==> src/sv/nlt_pkg.sv <==
package nlt_pkg;

  localparam int unsigned TICK_W = 32;
  localparam int unsigned ADDR_W = 6;
  localparam int unsigned CNT_W  = 7;

  localparam logic [TICK_W-1:0] TIMEOUT_RESET = 32'd1000;

  // Operation codes carried by the operation field
  typedef enum logic {
    OP_HEARD = 1'b0,
    OP_SWEEP = 1'b1
  } op_e;

  // One table entry as it travels along the chain
  typedef struct packed {
    logic              valid;
    logic [TICK_W-1:0] tick;
  } nlt_entry_t;

  // Per-step report of the head unit to the sequencer
  typedef struct packed {
    logic live;
    logic added;
    logic evicted;
  } nlt_step_t;

endpackage

==> src/sv/neighbor_liveness_table_unit.sv <==
// Channel   Direction  Handshake                     Payload
// in        input      in_valid_i / in_stall_o       operation_i, address_i, now_tick_i
// out       output     out_valid_o / out_stall_i     member_count_o, table_empty_o,
//                                                    lowest_member_o, evicted_count_o,
//                                                    newly_added_o
// cfg       input      psel/penable/pwrite/pready    paddr, pwdata, prdata
//
// A result is ready once its transaction has passed every entry: the table entries
// sit in a ring of cells that rotates one place per cycle, unless held, past a single update
// unit at its front. in_stall_o is high while a transaction is in the ring, so a new one is
// taken only after the previous pass ends, even while the previous result waits on a stalled output.
// A stalled output holds the ring at its last step until the result register frees.
// Reset clears all valid bits and the counters; no clearing pass is needed.
module neighbor_liveness_table_unit #(
  parameter int unsigned TABLE_SIZE = 64
) (
  input  logic                         clk_i,
  input  logic                         rst_ni,
  input  logic                         in_valid_i,
  output logic                         in_stall_o,
  input  logic                         operation_i,
  input  logic [nlt_pkg::ADDR_W-1:0]   address_i,
  input  logic [nlt_pkg::TICK_W-1:0]   now_tick_i,
  output logic                         out_valid_o,
  input  logic                         out_stall_i,
  output logic [nlt_pkg::CNT_W-1:0]    member_count_o,
  output logic                         table_empty_o,
  output logic [nlt_pkg::ADDR_W-1:0]   lowest_member_o,
  output logic [nlt_pkg::CNT_W-1:0]    evicted_count_o,
  output logic                         newly_added_o,
  input  logic                         psel,
  input  logic                         penable,
  input  logic                         pwrite,
  input  logic [2:0]                   paddr,
  input  logic [31:0]                  pwdata,
  output logic [31:0]                  prdata,
  output logic                         pready
);
  import nlt_pkg::*;

  localparam int unsigned IW = $clog2(TABLE_SIZE);
  localparam int unsigned NW = $clog2(TABLE_SIZE + 1);
  localparam int unsigned CW = (IW > ADDR_W) ? IW : ADDR_W;
  localparam logic [IW-1:0] LAST_IDX = IW'(TABLE_SIZE - 1);

  // Configuration register
  logic [TICK_W-1:0] timeout_q;

  assign pready = 1'b1;
  assign prdata = paddr[2] ? 32'd0 : timeout_q;

  always_ff @(posedge clk_i or negedge rst_ni) begin
    if (!rst_ni) begin
      timeout_q <= TIMEOUT_RESET;
    end else if (psel && penable && pwrite && pready && !paddr[2]) begin
      timeout_q <= pwdata;
    end
  end

  // Sequencer state
  logic              busy_q;
  logic [IW-1:0]     idx_q;
  logic              op_q;
  logic [ADDR_W-1:0] addr_q;
  logic [TICK_W-1:0] now_q;
  logic [NW-1:0]     live_q, live_d;
  logic [NW-1:0]     evict_q, evict_d;
  logic [IW-1:0]     lowest_q, lowest_d;
  logic              found_q, found_d;
  logic              added_q, added_d;

  logic              out_valid_q;
  logic [CNT_W-1:0]  member_count_q;
  logic              table_empty_q;
  logic [ADDR_W-1:0] lowest_member_q;
  logic [CNT_W-1:0]  evicted_count_q;
  logic              newly_added_q;

  logic in_take, last, out_take, hold, shift, hit;

  nlt_entry_t chain [TABLE_SIZE];
  nlt_entry_t head_in, head_out;
  nlt_step_t  step;

  assign in_stall_o = busy_q;
  assign in_take    = in_valid_i && !busy_q;
  assign out_take   = out_valid_q && !out_stall_i;
  assign last       = (idx_q == LAST_IDX);
  assign hold       = last && out_valid_q && out_stall_i;
  assign shift      = busy_q && !hold;
  assign hit        = (CW'(idx_q) == CW'(addr_q));

  // Ring of cells: each takes its right neighbor, the tail takes the head result
  assign head_in = chain[0];

  for (genvar i = 0; i < TABLE_SIZE; i++) begin : g_cell
    nlt_entry_t cell_in;
    if (i == TABLE_SIZE - 1) begin : g_tail
      assign cell_in = head_out;
    end else begin : g_mid
      assign cell_in = chain[i+1];
    end
    nlt_cell u_cell (
      .clk_i   (clk_i),
      .rst_ni  (rst_ni),
      .shift_i (shift),
      .entry_i (cell_in),
      .entry_o (chain[i])
    );
  end

  nlt_head u_head (
    .op_i      (op_q),
    .hit_i     (hit),
    .now_i     (now_q),
    .timeout_i (timeout_q),
    .entry_i   (head_in),
    .entry_o   (head_out),
    .step_o    (step)
  );

  // Accumulate this step's contribution
  always_comb begin
    live_d   = live_q + NW'(step.live);
    evict_d  = evict_q + NW'(step.evicted);
    added_d  = added_q | step.added;
    found_d  = found_q | step.live;
    lowest_d = lowest_q;
    if (step.live && !found_q) begin
      lowest_d = idx_q;
    end
  end

  // Advance the ring, latch the transaction, publish the result
  always_ff @(posedge clk_i or negedge rst_ni) begin
    if (!rst_ni) begin
      busy_q      <= 1'b0;
      idx_q       <= '0;
      live_q      <= '0;
      evict_q     <= '0;
      lowest_q    <= '0;
      found_q     <= 1'b0;
      added_q     <= 1'b0;
      out_valid_q <= 1'b0;
    end else begin
      if (out_take) begin
        out_valid_q <= 1'b0;
      end
      if (in_take) begin
        busy_q   <= 1'b1;
        idx_q    <= '0;
        live_q   <= '0;
        evict_q  <= '0;
        lowest_q <= '0;
        found_q  <= 1'b0;
        added_q  <= 1'b0;
      end else if (shift) begin
        live_q   <= live_d;
        evict_q  <= evict_d;
        lowest_q <= lowest_d;
        found_q  <= found_d;
        added_q  <= added_d;
        if (last) begin
          busy_q      <= 1'b0;
          idx_q       <= '0;
          out_valid_q <= 1'b1;
        end else begin
          idx_q <= idx_q + 1'b1;
        end
      end
    end
  end

  // Transaction and result payload
  always_ff @(posedge clk_i) begin
    if (in_take) begin
      op_q   <= operation_i;
      addr_q <= address_i;
      now_q  <= now_tick_i;
    end
    if (shift && last) begin
      member_count_q  <= CNT_W'(live_d);
      table_empty_q   <= (live_d == '0);
      lowest_member_q <= ADDR_W'(lowest_d);
      evicted_count_q <= CNT_W'(evict_d);
      newly_added_q   <= added_d;
    end
  end

  assign out_valid_o     = out_valid_q;
  assign member_count_o  = member_count_q;
  assign table_empty_o   = table_empty_q;
  assign lowest_member_o = lowest_member_q;
  assign evicted_count_o = evicted_count_q;
  assign newly_added_o   = newly_added_q;

endmodule

==> src/sv/nlt_cell.sv <==
module nlt_cell (
  input  logic               clk_i,
  input  logic               rst_ni,
  input  logic               shift_i,
  input  nlt_pkg::nlt_entry_t entry_i,
  output nlt_pkg::nlt_entry_t entry_o
);
  import nlt_pkg::*;

  logic              valid_q;
  logic [TICK_W-1:0] tick_q;

  // Take the neighbor's entry on every shift
  always_ff @(posedge clk_i or negedge rst_ni) begin
    if (!rst_ni) begin
      valid_q <= 1'b0;
    end else if (shift_i) begin
      valid_q <= entry_i.valid;
    end
  end

  always_ff @(posedge clk_i) begin
    if (shift_i) begin
      tick_q <= entry_i.tick;
    end
  end

  assign entry_o.valid = valid_q;
  assign entry_o.tick  = tick_q;

endmodule

==> src/sv/nlt_head.sv <==
module nlt_head (
  input  logic                  op_i,
  input  logic                  hit_i,
  input  logic [nlt_pkg::TICK_W-1:0] now_i,
  input  logic [nlt_pkg::TICK_W-1:0] timeout_i,
  input  nlt_pkg::nlt_entry_t   entry_i,
  output nlt_pkg::nlt_entry_t   entry_o,
  output nlt_pkg::nlt_step_t    step_o
);
  import nlt_pkg::*;

  logic [TICK_W-1:0] deadline;
  logic              expired;

  // Wrapping deadline, compared unsigned against the current tick
  assign deadline = entry_i.tick + timeout_i;
  assign expired  = entry_i.valid && (deadline < now_i);

  // Update the entry leaving the front of the chain
  always_comb begin
    entry_o       = entry_i;
    step_o.added   = 1'b0;
    step_o.evicted = 1'b0;
    unique case (op_e'(op_i))
      OP_HEARD: begin
        if (hit_i) begin
          entry_o.valid = 1'b1;
          entry_o.tick  = now_i;
          step_o.added  = !entry_i.valid;
        end
      end
      OP_SWEEP: begin
        if (expired) begin
          entry_o.valid  = 1'b0;
          step_o.evicted = 1'b1;
        end
      end
      default: ;
    endcase
    step_o.live = entry_o.valid;
  end

endmodule
==> config.mk <==
export PLATFORM = sky130hd
export DESIGN_NAME = neighbor_liveness_table_unit
export DESIGN_NICKNAME = d
export VERILOG_FILES = /design/src/sv/nlt_pkg.sv /design/src/sv/neighbor_liveness_table_unit.sv /design/src/sv/nlt_cell.sv /design/src/sv/nlt_head.sv
export SDC_FILE = /design/constraint.sdc
export NUM_CORES = 1
export LEC_CHECK = 0
export ABC_CLOCK_PERIOD_IN_PS = 75700
export BUFFER_PORTS_ARGS = -buffer_cell sky130_fd_sc_hd__buf_2
export CAP_MARGIN = 15
export CORE_MARGIN = 1.5
export CORE_UTILIZATION = 30
export DETAILED_ROUTE_END_ITERATION = 10
export PLACE_DENSITY = 0.46
export SLEW_MARGIN = 10
export SYNTH_ARGS = -nofsm -noshare
export SYNTH_HDL_FRONTEND = slang
export SYNTH_HIERARCHICAL = 1
export SYNTH_SLANG_ARGS = --single-unit
==> constraint.sdc <==
create_clock -name clk_i -period 75.7 [get_ports clk_i]
set_input_delay 11.355 -clock clk_i [delete_from_list [all_inputs] [get_ports clk_i]]
set_output_delay 11.355 -clock clk_i [all_outputs]
set_load 0.01 [all_outputs]
After elaboration in Yosys (flattened, before gate mapping)

Index checks and enable logic that the tools add are counted.

Flip-flop bits (word level): 2,235
Logic and storage cells: 206
Bits of input ports: 81

Reduce and logical (&&, ||, !) cells: 21
Eq/ne operators: 2
Add/subtract/negate cells: 4
Magnitude comparators: 1
Bitwise operators: 3
Muxes and demuxes: 30

Operators with widths:

| kind                  | count |
|---|---|
| $mux W32              | 2 |
| $mux W6               | 6 |
| $mux W33              | 1 |
| $add A32 B32 Y32      | 1 |
| $lt A32 B32 Y1        | 1 |
| $mux W7               | 4 |
| $mux W1               | 16 |
| $add A7 B1 Y7         | 2 |
| $logic_and A1 B1 Y1   | 11 |
| $logic_not A7 Y1      | 1 |
| $add A6 B1 Y6 const B | 1 |
| $eq A6 B6 Y1          | 1 |
| $eq A6 B6 Y1 const B  | 1 |
| $logic_not A1 Y1      | 6 |
| $reduce_bool A2 Y1    | 2 |
| $or A1 B1 Y1          | 2 |
| $pmux W1 S2           | 1 |
| $reduce_and A2 Y1     | 1 |
| $not A1 Y1            | 1 |

Logic depth before layout (Yosys ltp)

Depth in word-level cells: 9
Gate-level depth with buffers: 23
Mapped depth without buffers: 22

By module

Netlist, hierarchy kept.

By module, submodules not included:

| module                       | area each (um^2) | times used | sequential area each (um^2) | cells an instance |
|---|---|---|---|---|
| nlt_cell                     | 1,008.5          | 64         | 985.9                       | 35 |
| neighbor_liveness_table_unit | 5,093.6          | 1          | 3,390.8                     | 363 |
| nlt_head                     | 3,089.2          | 1          | 0.0                         | 422 |

Worst setup path after synthesis

No wires, ideal clock.

Path kind: in2reg
From: input port out_stall_i
To: register g_cell[0].u_cell.valid_q
Arrival: 57,454 ps
Stages on the path: 4
Library setup time: 211 ps
Setup slack: 18,035 ps
Data required time: 75,489 ps
Path buffers: 0
Cells stage by stage: nand4_2 > o21ai_2 > inv_1 > mux2_4

Cells in the longest elaborated chain, start to end: 3

Ends and longest elaborated chain:

| what                 | RTL line                           | source |
|---|---|---|
| start, declared      | neighbor_liveness_table_unit.sv:25 | `input logic out_stall_i,` |
| $logic_and A1 B1 Y1  | neighbor_liveness_table_unit.sv:89 | `assign hold = last && out_valid_q && out_stall_i;` |
| $logic_not A1 Y1     | neighbor_liveness_table_unit.sv:90 | `assign shift = busy_q && !hold;` |
| $logic_and A1 B1 Y1  | neighbor_liveness_table_unit.sv:90 |  |
| named net shift      | neighbor_liveness_table_unit.sv:79 | `logic in_take, last, out_take, hold, shift, hit;` |
| end signal, assigned | nlt_cell.sv:18                     | `valid_q <= entry_i.valid;` |
| end, declared        | nlt_cell.sv:10                     | `logic valid_q;` |

The timed path passes the listed nets, and every way through them passes these cells.
A chain may end at the register's enable or synchronous reset.

Worst setup path in the final report

From: input port paddr[2]
To: output port prdata[1]

Cells in the longest elaborated chain, start to end: 1

Ends and longest elaborated chain:

| what            | RTL line                           | source |
|---|---|---|
| start, declared | neighbor_liveness_table_unit.sv:34 | `input logic [2:0] paddr,` |
| $mux W32        | neighbor_liveness_table_unit.sv:50 | `assign prdata = paddr[2] ? 32'd0 : timeout_q;` |
| end, declared   | neighbor_liveness_table_unit.sv:36 | `output logic [31:0] prdata,` |

No other way between the ends.

==> summary by stage <==
Synth
After synthesis the cells add up to approximately 73000 um^2. The post-synthesis cell count is 3025. The total nets after synthesis is 3174. The number of library cell types mapped by synthesis is 80. The count of flip-flops with a built-in enable after synthesis is between 2000 and 2500.

The share of synthesized flip-flops with an asynchronous set or reset is 0.0564. Of the synthesized area, sequential elements account for 0.914. During synthesis, Yosys emitted a total of 6 warnings. The flop and latch count out of synthesis is 2235. After synthesis, the mean cell area works out to between 20 and 25 um^2.

The leading register cell type out of synthesis is sky130_fd_sc_hd__edfxtp_1.

Worst hold path
The path class of the tightest hold or removal check is reg2reg. The worst hold path was traced through 0 stages.

Timing
The part of the cycle the worst path needs is 0.312. The final count of hold timing violations is 0. The worst clock skew on the final layout is around 57 ps. Setup repair after global routing left no endpoint under its margin. The number of max-slew violations in the final report is 0. Setup violations remaining at the end of the flow were counted as 0. The final worst setup slack is 52090 ps. The transition time at the pin with the least slew margin is between 1000 and 1500 ps. The minimum clock period after layout is between 20000 and 25000 ps. The final total negative setup slack is 0 ps. Static timing analysis puts the maximum clock frequency at roughly 42 MHz. Headroom to the max-slew limit came out at 0.277.

Placed design
Before CTS, the worst setup slack after placement is approximately 52000 ps. Once placement finished, the instance area stood at between 70000 and 80000 um^2. Detailed placement finished with a half-perimeter wire length of roughly 62000 um. The count of buffers added on input and output ports is 134. The congestion estimate from routability-driven global placement came to slightly below 0.8. The cell total after placement is between 6000 and 7000.

Floorplanning
The initialized floorplan defines 180 standard-cell rows. The starting density of the core is 0.302. From bottom edge to top edge, the die measures 495 um. The die is around 500 um wide. The placeable core area is approximately 240000 um^2.

The area of the die is approximately 250000 um^2. In this run the count of I/O pins placed on the die edge is 138.

Power
The part of the power in combinational logic is 0.057. The portion of total power attributed to the clock network is 0.408. The power density relative to cell area is 31.6 nW/um^2.

The worst IR drop on VDD is approximately 0.024 mV. The fraction of power spent switching nets is 0.222. The analysis attributes to cell leakage a power of 25.5 nW. The sequential share of power is 0.535.

The internal cell power is between 0.002 and 0.0025 W. The switching power is 0.000593 W.

CTS
TritonCTS built the clock tree. The number of clock buffers inserted by TritonCTS is approximately 230. The clock-pin transition on the worst setup and hold timing paths is 60 ps. The later pin in the worst-skew pair is clocked with a latency of around 860 ps. In this run the number of H-tree levels came out at 4.

The buffers inserted during post-CTS setup optimization is 0. The post-CTS resize count is 0. Clock tree synthesis found a total of about 2200 sinks. In this run, post-CTS hold repair placed 0 buffers. In this run the clock root is driven by a sky130_fd_sc_hd__clkbuf_16. The number of buffers on the longest clock path is 3.

Outcome
The flow ran to the end, and the final reports show no timing, DRC or antenna violations.

GRT
The first global-routing pass estimated ~170000 um of wire. The largest net degree at the start of global routing is ~200. After global routing the overflow that remains totals 0. The via count of the first global-routing pass is 27224.

The initial antenna violation count is 10. The combined global-route utilization of all metal layers is 0.0928.

Critical path
Along the worst path, the maximum fanout reaches 33. The most repeated library cell on the critical path is sky130_fd_sc_hd__buf_2. The data arrival time of the worst path is between 10000 and 15000 ps. Traced cell by cell, the critical path runs through buf_2, nor2b_1, buf_2. The required time at the worst-slack endpoint is roughly 64000 ps.

The nature of the critical path endpoint is an output pin. The critical path class is in2out. Among cell families on the critical path, the largest total delay comes from buffers and inverters. Among all stages on the critical path, the largest delay is contributed by sky130_fd_sc_hd__buf_2. The critical path contains buffers and inverters numbering 2 combined. Counting cells, the worst reg-to-reg path comes to 11.

The critical path depth is 3. The highest cell delay on the worst timing path is between 500 and 600 ps. The critical path launch point type is a primary input.

Route
The per-cell via count in the routed design is between 4 and 5. The length of the first detailed-routing pass in iterations is 4. In the routed design, unresolved DRC markers number 0. In this run the remaining antenna-violating nets after routing total 0.

Summed over all layers, the routed wires come to roughly 110000 um. The final routed wire length divided by cell count is around 17 um. The detailed router placed about 27000 vias in this run. The number of DRC markers after the initial detailed-route iteration is roughly 2300.

Cells and area
The sequential cells in the finished layout cover a total of 66500 um^2. The multi-input logic area is 5400 um^2. In the final design database the tool counted roughly 3500 nets. The number of fill cells is about 22000. Relative to the synthesized area, the layout overhead comes to 16.1%. 0 antenna diodes ended up in the layout.

In the final layout, the share of cells above drive strength 1 is 0.183. The finished layout holds around 6700 standard cells, fillers aside. The finished cells cover 84400 um^2.

Flow run
Across the run, the number of max-cap violations was 0.
-- layout by cell type (no fill, tap or decap), types with 17 or more instances in the layout --
cell / instances
sky130_fd_sc_hd__mux2_2: 70
sky130_fd_sc_hd__xor2_1: 17
sky130_fd_sc_hd__edfxtp_1: 2109
sky130_fd_sc_hd__nor2_1: 33
sky130_fd_sc_hd__bufinv_16: 20
sky130_fd_sc_hd__clkinv_2: 39
sky130_fd_sc_hd__inv_1: 44
sky130_fd_sc_hd__nor2b_1: 33
sky130_fd_sc_hd__mux2_4: 64
sky130_fd_sc_hd__dfrtp_1: 120
sky130_fd_sc_hd__nand2_1: 61
sky130_fd_sc_hd__ha_1: 67
sky130_fd_sc_hd__o21ai_0: 22
sky130_fd_sc_hd__buf_4: 27
sky130_fd_sc_hd__a21oi_1: 43
sky130_fd_sc_hd__clkbuf_1: 44
sky130_fd_sc_hd__nand3_1: 41
sky130_fd_sc_hd__xnor2_1: 28
sky130_fd_sc_hd__buf_2: 133
sky130_fd_sc_hd__clkbuf_16: 228
sky130_fd_sc_hd__clkinv_1: 68
-- stage by stage --
stage | util | total power (W) | hold slack, ps
floorplan | - | 0.00177 | 400
global placement | 0.320 | 0.00161 | 401
detailed placement | 0.320 | 0.00161 | 405
CTS | 0.351 | 0.00272 | 361
global route | 0.351 | 0.00279 | 371
finish | 0.351 | 0.00267 | 375
-- registers in the layout, indices dropped and copies added (netlist names), 6 cells and up --
signal / flops
g_cell.u_cell/valid_q: 64
evict_q: 7
now_q: 32
addr_q: 6
lowest_q: 6
g_cell.u_cell/tick_q: 2048
member_count_o: 7
timeout_q: 32
live_q: 7
idx_q: 6
evicted_count_o: 7
lowest_member_o: 6
-- area by class of cell --
class | count | area share
clock buffer | 272 | 0.0695
clock inverter | 152 | 0.0182
inverter | 47 | 0.00218
multi-input combinational | 645 | 0.0640
sequential | 2235 | 0.787
tap | 3185 | 0.0472
timing repair buffer | 165 | 0.0115
-- power groups by stage --
stage	clock network [W]	logic (W)	registers, W
after floorplan	0	0.000131	0.00164
after global placement	0	0.000153	0.00145
after detailed placement	0	0.000156	0.00146
after CTS	0.00114	0.000156	0.00143
after global routing	0.00118	0.000172	0.00143
final	0.00109	0.000153	0.00143
-- worst register-to-register path: stages (launching register included) --
cell and delay (ps):
sky130_fd_sc_hd__dfrtp_1 500, sky130_fd_sc_hd__ha_1 360, sky130_fd_sc_hd__nand4_2 180, sky130_fd_sc_hd__o21ai_2 170
sky130_fd_sc_hd__inv_8 660, sky130_fd_sc_hd__buf_4 720, sky130_fd_sc_hd__buf_16 330, sky130_fd_sc_hd__buf_4 840
sky130_fd_sc_hd__buf_12 700, sky130_fd_sc_hd__buf_4 970, sky130_fd_sc_hd__buf_4 950, sky130_fd_sc_hd__buf_4 930
-- cells in the mapped netlist (3+ instances only) --
library cell                  n  area share
sky130_fd_sc_hd__nand2_1     61      0.0031
sky130_fd_sc_hd__and2_1       4     0.00034
sky130_fd_sc_hd__dfstp_2      6      0.0022
sky130_fd_sc_hd__a21oi_1     43      0.0030
sky130_fd_sc_hd__o31ai_1      9     0.00093
sky130_fd_sc_hd__a211o_1      4     0.00048
sky130_fd_sc_hd__a221oi_1     3     0.00036
sky130_fd_sc_hd__buf_2       16      0.0011
sky130_fd_sc_hd__o21bai_1     5     0.00052
sky130_fd_sc_hd__nand4_1     13      0.0011
sky130_fd_sc_hd__ha_1        67       0.012
sky130_fd_sc_hd__a22o_1       7     0.00084
sky130_fd_sc_hd__xnor2_1     28      0.0034
sky130_fd_sc_hd__clkbuf_1    10     0.00052
sky130_fd_sc_hd__inv_1       46      0.0024
sky130_fd_sc_hd__a31oi_1      7     0.00060
sky130_fd_sc_hd__dfrtp_1    120       0.041
sky130_fd_sc_hd__mux2_2      70       0.011
sky130_fd_sc_hd__mux2i_1      4     0.00055
sky130_fd_sc_hd__buf_4       67      0.0069
sky130_fd_sc_hd__nand2b_1     4     0.00034
sky130_fd_sc_hd__o21ai_0     22      0.0015
sky130_fd_sc_hd__buf_6        3     0.00046
sky130_fd_sc_hd__nor2_1      34      0.0018
sky130_fd_sc_hd__o211ai_1     7     0.00072
sky130_fd_sc_hd__edfxtp_1  2109        0.87
sky130_fd_sc_hd__o21a_1       6     0.00062
sky130_fd_sc_hd__nor2b_1     34      0.0029
sky130_fd_sc_hd__nand3_1     41      0.0028
sky130_fd_sc_hd__or3_1        3     0.00026
sky130_fd_sc_hd__mux2_4      64       0.013
sky130_fd_sc_hd__xor2_1      17      0.0020
sky130_fd_sc_hd__a21o_1      16      0.0017
sky130_fd_sc_hd__and3_1       7     0.00060
sky130_fd_sc_hd__nor3_1      11     0.00076
-- routing by layer --
layer  GRT usage  part of all wire  routed length [um]  vias to the layer above
li1            -                 -                   -                    12470
met1       0.137              0.49               55100                    14285
met2       0.131              0.44               50000                      460
met3      0.0226             0.044                4980                      215
met4      0.0360             0.029                3300                        0
met5           0                 0                   0                        -
-- logic make-up after synthesis --
logic type | count (synthesis) | share of synthesized area
multiplexers | 138 | 0.0246
other | 1 | 0.0000516
AO/OA/AOI/OAI | 159 | 0.0153
buffers and inverters | 145 | 0.0115
flip-flops | 2235 | 0.914
XOR/XNOR | 45 | 0.00542
AND/OR/NAND/NOR | 234 | 0.0170
adder cells (fa/ha/maj) | 68 | 0.0118
-- worst paths after layout --
kind                                             startpoint                     endpoint  slack, ps
max in group asynchronous                            rst_ni    g_cell[39].u_cell/valid_q      63760
worst max register to register                     idx_q[0]   g_cell[1].u_cell/tick_q[0]      67940
worst min-delay path            g_cell[9].u_cell/tick_q[20]  g_cell[8].u_cell/tick_q[20]        370
worst max-delay path                               paddr[2]                    prdata[1]      52090
worst min register to register  g_cell[9].u_cell/tick_q[20]  g_cell[8].u_cell/tick_q[20]        370
min in group asynchronous                            rst_ni     g_cell[4].u_cell/valid_q      10570
Note: power is estimated with default switching activity, not from simulation.
